$ cat config.mk
export PLATFORM = sky130hd
export DESIGN_NAME = llag_next_row
export DESIGN_NICKNAME = d
export VERILOG_FILES = /design/src/rtl/llag_pkg.sv /design/src/rtl/llag_next_row.sv
export SDC_FILE = /design/constraint.sdc
export NUM_CORES = 1
export LEC_CHECK = 0
export ABC_AREA = 1
export BUFFER_PORTS_ARGS = -buffer_cell sky130_fd_sc_hd__buf_4
export CAP_MARGIN = 20
export CORE_ASPECT_RATIO = 0.7
export CORE_MARGIN = 2
export CORE_UTILIZATION = 37
export DETAILED_ROUTE_END_ITERATION = 8
export PLACE_DENSITY = 0.57
export SLEW_MARGIN = 15
export SYNTH_ARGS = -nofsm -noshare
export SYNTH_HDL_FRONTEND = slang
export SYNTH_SLANG_ARGS = --single-unit
$ cat constraint.sdc
create_clock -name vclk -period 3.25
set_clock_uncertainty 0.15 [all_clocks]
set_input_delay 0.1625 -clock vclk [all_inputs]
set_output_delay 0.1625 -clock vclk [all_outputs]
set_load 0.1 [all_outputs]
$ cat src/rtl/llag_pkg.sv
package llag_pkg;

  localparam int MAX_COLS = 64;
  localparam int MAX_ROWS = 64;

  localparam int ColAw   = $clog2(MAX_COLS);
  localparam int RowAw   = $clog2(MAX_ROWS);
  localparam int RowCntW = $clog2(MAX_ROWS + 1);

  localparam int MaskW    = 9;
  localparam int DimW     = 7;
  localparam int CfgIdxW  = 2;
  localparam int CfgDataW = 9;
  localparam int FuncW    = 2;
  localparam int InDataW  = 16;
  localparam int OutDataW = 8;

  typedef enum logic [FuncW-1:0] {
    FUNC_WRITE   = 2'd0,
    FUNC_READ    = 2'd1,
    FUNC_ADVANCE = 2'd2
  } func_e;

  typedef enum logic [CfgIdxW-1:0] {
    CFG_BORN    = 2'd0,
    CFG_SURVIVE = 2'd1,
    CFG_WIDTH   = 2'd2,
    CFG_HEIGHT  = 2'd3
  } cfg_idx_e;

  typedef struct packed {
    logic [MaskW-1:0] born;
    logic [MaskW-1:0] survive;
  } rule_t;

endpackage

$ cat src/rtl/llag_next_row.sv
module llag_next_row (
  input  logic [llag_pkg::MAX_COLS-1:0] prev_i,
  input  logic [llag_pkg::MAX_COLS-1:0] cur_i,
  input  logic [llag_pkg::MAX_COLS-1:0] next_i,
  input  logic [llag_pkg::MAX_COLS-1:0] col_mask_i,
  input  llag_pkg::rule_t               rule_i,
  output logic [llag_pkg::MAX_COLS-1:0] row_o
);
  import llag_pkg::*;

  // zero guard column on both sides; columns past the width are masked off
  logic [MAX_COLS+1:0] p_pad, c_pad, n_pad;
  logic [MAX_COLS-1:0] nrow;

  assign p_pad = {1'b0, prev_i & col_mask_i, 1'b0};
  assign c_pad = {1'b0, cur_i  & col_mask_i, 1'b0};
  assign n_pad = {1'b0, next_i & col_mask_i, 1'b0};

  for (genvar c = 0; c < MAX_COLS; c++) begin : g_cell
    logic [3:0] cnt;
    assign cnt = {3'b0, p_pad[c]} + {3'b0, p_pad[c+1]} + {3'b0, p_pad[c+2]}
               + {3'b0, c_pad[c]} + {3'b0, c_pad[c+2]}
               + {3'b0, n_pad[c]} + {3'b0, n_pad[c+1]} + {3'b0, n_pad[c+2]};
    assign nrow[c] = c_pad[c+1] ? rule_i.survive[cnt] : rule_i.born[cnt];
  end

  // cells outside the active columns keep their stored value
  assign row_o = (nrow & col_mask_i) | (cur_i & ~col_mask_i);

endmodule

==> Word level (Yosys, flattened, before mapping) <==
Cells that the tools add are included.
{ "op_classes": {"n_bitwise": 7, "n_mux": 320, "order_cmp": 64, "add_sub_neg": 441} }
{ "op_table": {"columns": ["op", "n"], "rows": [
  ["$add 4x1->4", 252],
  ["$bmux 1 s4", 128],
  ["$and 64x64->64", 5],
  ["$lt 4x5->1 const B", 64],
  ["$add 3x1->4", 63],
  ["$mux 1", 192],
  ["$add 2x1->3", 63],
  ["$add 1x1->2", 63],
  ["$not 64->64", 1],
  ["$or 64x64->64", 1]
]} }
{ "totals": {"register_bits": 0, "word_cells": 832, "in_bits": 274, "out_inout_bits": 64} }

==> Longest topological paths before layout <==
{ "depth": {"ltp_word": 13, "mapped_depth": 17, "mapped_depth_nobuf": 16} }

==> Worst setup path before layout <==
Ideal clock, no wire load.
{ "synth_path": {"path_type": "input to output", "startpoint": "input col_mask_i[50] (netlist name)", "endpoint": "output row_o[50] (netlist name)", "path_slack_ns": -1.405, "path_buffers": 1, "required_ns": 2.938, "t_arrival_ns": 4.342, "stages": 15, "path_cell_list": "nand2_1 > inv_1 > fa_1 > fa_1 > fa_1 > ha_1 > fa_1 > buf_2 > inv_1 > o211ai_1 > nand3_1 > nand3_1 > nand2_1 > inv_1 > a21oi_1"} }
{ "synth_via": {"elab_chain_cells": 13, "elab_cells_between_ends": 19, "cone_classes": "7 x add/sub; 5 x mux; 7 x bitwise"} }
{ "synth_rtl": {"columns": ["element", "line_no", "rtl"], "rows": [
  ["from (decl)", "llag_next_row.sv:5", "input logic [llag_pkg::MAX_COLS-1:0] col_mask_i,"],
  ["$and 64x64->64", "llag_next_row.sv:15", "assign p_pad = {1'b0, prev_i & col_mask_i, 1'b0};"],
  ["$add 1x1->2", "llag_next_row.sv:21", "assign cnt = {3'b0, p_pad[c]} + {3'b0, p_pad[c+1]} + {3'b0, p_pad[c+2]}"],
  ["$add 2x1->3", "llag_next_row.sv:21", null],
  ["$add 3x1->4", "llag_next_row.sv:22", "+ {3'b0, c_pad[c]} + {3'b0, c_pad[c+2]}"],
  ["$add 4x1->4", "llag_next_row.sv:22", null],
  ["$add 4x1->4 (3 in series)", "llag_next_row.sv:23", "+ {3'b0, n_pad[c]} + {3'b0, n_pad[c+1]} + {3'b0, n_pad[c+2]};"],
  ["$bmux 1 s4", "llag_next_row.sv:24", "assign nrow[c] = c_pad[c+1] ? rule_i.survive[cnt] : rule_i.born[cnt];"],
  ["$mux 1 (implied by the code)", "llag_next_row.sv:24", null],
  ["$mux 1", "llag_next_row.sv:24", null],
  ["$and 64x64->64", "llag_next_row.sv:28", "assign row_o = (nrow & col_mask_i) | (cur_i & ~col_mask_i);"],
  ["$or 64x64->64 *", "llag_next_row.sv:28", null],
  ["to (decl)", "llag_next_row.sv:7", "output logic [llag_pkg::MAX_COLS-1:0] row_o"]
]} }
Mark *: on every way between the ends. The rest lies on a longest branch, timed or not. The select of a mux whose other input is x is not followed.

==> Worst setup path in the final report <==
{ "layout_path": {"startpoint": "input col_mask_i[49] (netlist name)", "endpoint": "output row_o[49] (netlist name)"} }
The elaborated chain is that of the path after synthesis.

==> impl_metrics.prom <==
# TYPE chip_impl_metric gauge
chip_impl_metric{name="area.growth.synth_to_final",unit="%"} 53.3
chip_impl_metric{name="wl",unit="µm"} 94300
chip_impl_metric{name="drt-wirelength-per-cell",unit="µm"} 16.9
chip_impl_metric{name="power.sequential.fraction",unit="%"} 0
chip_impl_metric{name="cells_after_dpl",unit=""} 5466
chip_impl_metric{name="design_area",unit="µm²"} 36900
chip_impl_metric{name="cp_slowest_stage_delay",unit="ps"} 550
chip_impl_metric{name="grt_start_max_net_pins",unit=""} 56
chip_impl_metric{name="fp.dieArea",unit="µm²"} 67100
chip_impl_metric{name="placement.io_buffers",unit=""} 338
chip_impl_metric{name="sw_pwr",unit="mW"} 10.9
chip_impl_metric{name="number_of_antenna_violations_at_the_first_check_in_global_routing",unit=""} 0
chip_impl_metric{name="final_total_pwr",unit="mW"} 18.9
chip_impl_metric{name="final_layout_size_suffix_gt1_share",unit="%"} 42.3
chip_impl_metric{name="timing_worst_slew_pin_value",unit="ps"} 898
chip_impl_metric{name="worst_slew_margin_rel",unit="%"} 40.1
chip_impl_metric{name="power_frac_comb",unit="%"} 100.0
chip_impl_metric{name="place.gp.congestion",unit=""} 0.903
chip_impl_metric{name="drc",unit=""} 0
chip_impl_info{name="most_used_cells_in_the_layout_excluding_fill_and_tap_cells",value="sky130_fd_sc_hd__nand2_1, sky130_fd_sc_hd__buf_4, sky130_fd_sc_hd__nand3_1"} 1
chip_impl_metric{name="drt_first_pass_iters",unit=""} 5
chip_impl_metric{name="drv.max_cap_violation_count",unit=""} 0
chip_impl_metric{name="max_freq",unit="MHz"} 255
chip_impl_info{name="rsz_0062_raised_after_global_routing",value="true"} 1
chip_impl_metric{name="grt_util_all_layers",unit="%"} 27.1
chip_impl_metric{name="std_cell_rows",unit=""} 78
chip_impl_metric{name="worst_slack",unit="ps"} -667
chip_impl_metric{name="worstPathBufferInverterCount",unit=""} 4
chip_impl_metric{name="n_antenna_cell",unit=""} 0
chip_impl_metric{name="synth_area_per_cell",unit="µm²"} 6.11
chip_impl_metric{name="die_y",unit="µm"} 217
chip_impl_metric{name="p_leak",unit="nW"} 18.8
chip_impl_metric{name="layout.cells.non_filler",unit=""} 5596
chip_impl_metric{name="timing.final.crit_period",unit="ps"} 3920
chip_impl_metric{name="vias",unit=""} 29287
chip_impl_metric{name="finalHoldWorstSlack",unit="ps"} 557
chip_impl_metric{name="dp.final_hpwl",unit="µm"} 68600
chip_impl_metric{name="placeableCoreArea",unit="µm²"} 64500
chip_impl_info{name="crit_type",value="input pin to output port"} 1
chip_impl_metric{name="vias_per_cell",unit=""} 5.23
chip_impl_metric{name="largest_fanout_on_the_critical_path",unit=""} 8
chip_impl_info{name="mostFrequentLayoutCell",value="sky130_fd_sc_hd__nand2_1"} 1
chip_impl_metric{name="gr_overflow_total",unit=""} 0
chip_impl_metric{name="ant_nets",unit=""} 0
chip_impl_metric{name="die_x",unit="µm"} 309
chip_impl_metric{name="yosys.cell_types.count",unit=""} 26
chip_impl_metric{name="ys.warnings.count",unit=""} 0
chip_impl_metric{name="switching_share",unit="%"} 57.7
chip_impl_metric{name="required",unit="ps"} 2940
chip_impl_metric{name="n_sequential_cell",unit=""} 0
chip_impl_info{name="cp-end-kind",value="output port"} 1
chip_impl_metric{name="setup_viol",unit=""} 62
chip_impl_metric{name="synthesized_instance_count",unit=""} 3938
chip_impl_metric{name="power.share.clock",unit="%"} 0
chip_impl_metric{name="portion_of_the_post_synthesis_area_used_by_sequential_elements",unit="%"} 0
chip_impl_metric{name="report.final.hold_viol_count",unit=""} 0
chip_impl_info{name="crit_path_cell_trace",value="buf_12 -> nand2_8 -> inv_8 -> fa_1 -> fa_1 -> fa_1 -> ha_2 -> fa_2 -> inv_2 -> nand3_1 -> nand3_1 -> nand3_1 -> nand2_1 -> nand2_1 -> a21oi_4 -> buf_12"} 1
chip_impl_metric{name="detailedPlace.worstSlack",unit="ps"} -980
chip_impl_metric{name="final_max_slew_viol_count",unit=""} 0
chip_impl_metric{name="power_per_cell_area",unit="nW/µm²"} 514
chip_impl_metric{name="finish.utilization",unit="%"} 57.2
chip_impl_metric{name="placed_cell_area",unit="µm²"} 31600
chip_impl_info{name="crit_path_top_delay_cell",value="sky130_fd_sc_hd__fa_1"} 1
chip_impl_metric{name="num_io_pins",unit=""} 338
chip_impl_metric{name="cp_data_arrival_time",unit="ps"} 3600
chip_impl_metric{name="first_global_vias",unit=""} 27900
chip_impl_metric{name="mappedNetlistArea",unit="µm²"} 24000
chip_impl_metric{name="nets",unit=""} 5432
chip_impl_info{name="path_delay_family",value="adder cells"} 1
chip_impl_metric{name="starting_utilization_of_the_core_area",unit="%"} 37.3
chip_impl_info{name="run_status",value="finished, violations left"} 1
chip_impl_info{name="worst_hold_path_type",value="input pin to output port"} 1
chip_impl_metric{name="setup-tns-final",unit="ps"} -34370
chip_impl_info{name="setup.worst_path.start_class",value="input pin"} 1
chip_impl_metric{name="internal_power",unit="mW"} 8.02
chip_impl_metric{name="seqCellArea",unit="µm²"} 0
chip_impl_metric{name="max-vdd-ir-drop",unit="mV"} 0.348
chip_impl_metric{name="detail_route.iter0.violations",unit=""} 2626
chip_impl_metric{name="syn_nets",unit=""} 4652
chip_impl_metric{name="number_of_clock_buffer_instances_in_the_layout",unit=""} 0
chip_impl_metric{name="grt_first_pass_wirelength",unit="µm"} 148000
chip_impl_metric{name="post-route-period-util",unit="%"} 121
chip_impl_info{name="violations",value="setup timing"} 1
kinds of logic after synthesis:
logic type	count (synthesis)	synth area share [%]
simple gates	2077	37.0
fa+ha+maj	440	30.8
compound gates	462	12.2
xor+xnor	123	4.48
buf+inv	836	15.5
power groups by stage:
stage | Clock [mW] | Sequential (mW) | Combinational (mW)
finish | 0 | 0 | 18.9
global route | 0 | 0 | 20.6
CTS | 0 | 0 | 18.0
detailed placement | 0 | 0 | 15.9
global placement | 0 | 0 | 15.9
floorplan | 0 | 0 | 11.9
cell usage after synthesis, drive strengths merged:
cell	count	area, µm²
fa	252	5040
xnor2	61	534
xor2	62	543
clkbuf	12	92.6
nor2	70	263
a31oi	58	363
nand2	1139	4280
and3	1	6.26
o21a	1	7.51
nor3	115	576
nand3	750	3750
inv	600	2250
o21ai	73	365
ha	188	2350
a21oi	196	1200
nand3b	2	15.0
o211ai	134	1010
buf	224	1390
final cells by class:
cell class                 instances  area [µm²]
inverter                         600        2450
multi-input combinational       3102       23800
fill                            5974       27600
timing repair buffer            1014        9480
tap                              880        1100
worst paths after layout:
check             cells past startpoint  slack, ps      startpoint   endpoint
setup / recovery                     16       -670  col_mask_i[49]  row_o[49]
hold / removal                        4        560  col_mask_i[38]  row_o[38]
metal layers:
layer	vias to the layer above	GRT usage [%]	share of wire, %
met5	-	0	0
met1	13728	40.9	47
li1	14348	-	-
met4	0	4.23	1.3
met3	89	2.59	7.9
met2	1122	42.2	44
what timing repair did:
item                       4_1_cts  5_1_grt
setup endpoints to repair       64       64
pin swaps                      507      377
resized for setup              937      317
buffers inserted                95       40
hold buffers                     0        0
gates cloned                     0        0
(Power assumes the default switching activity.)
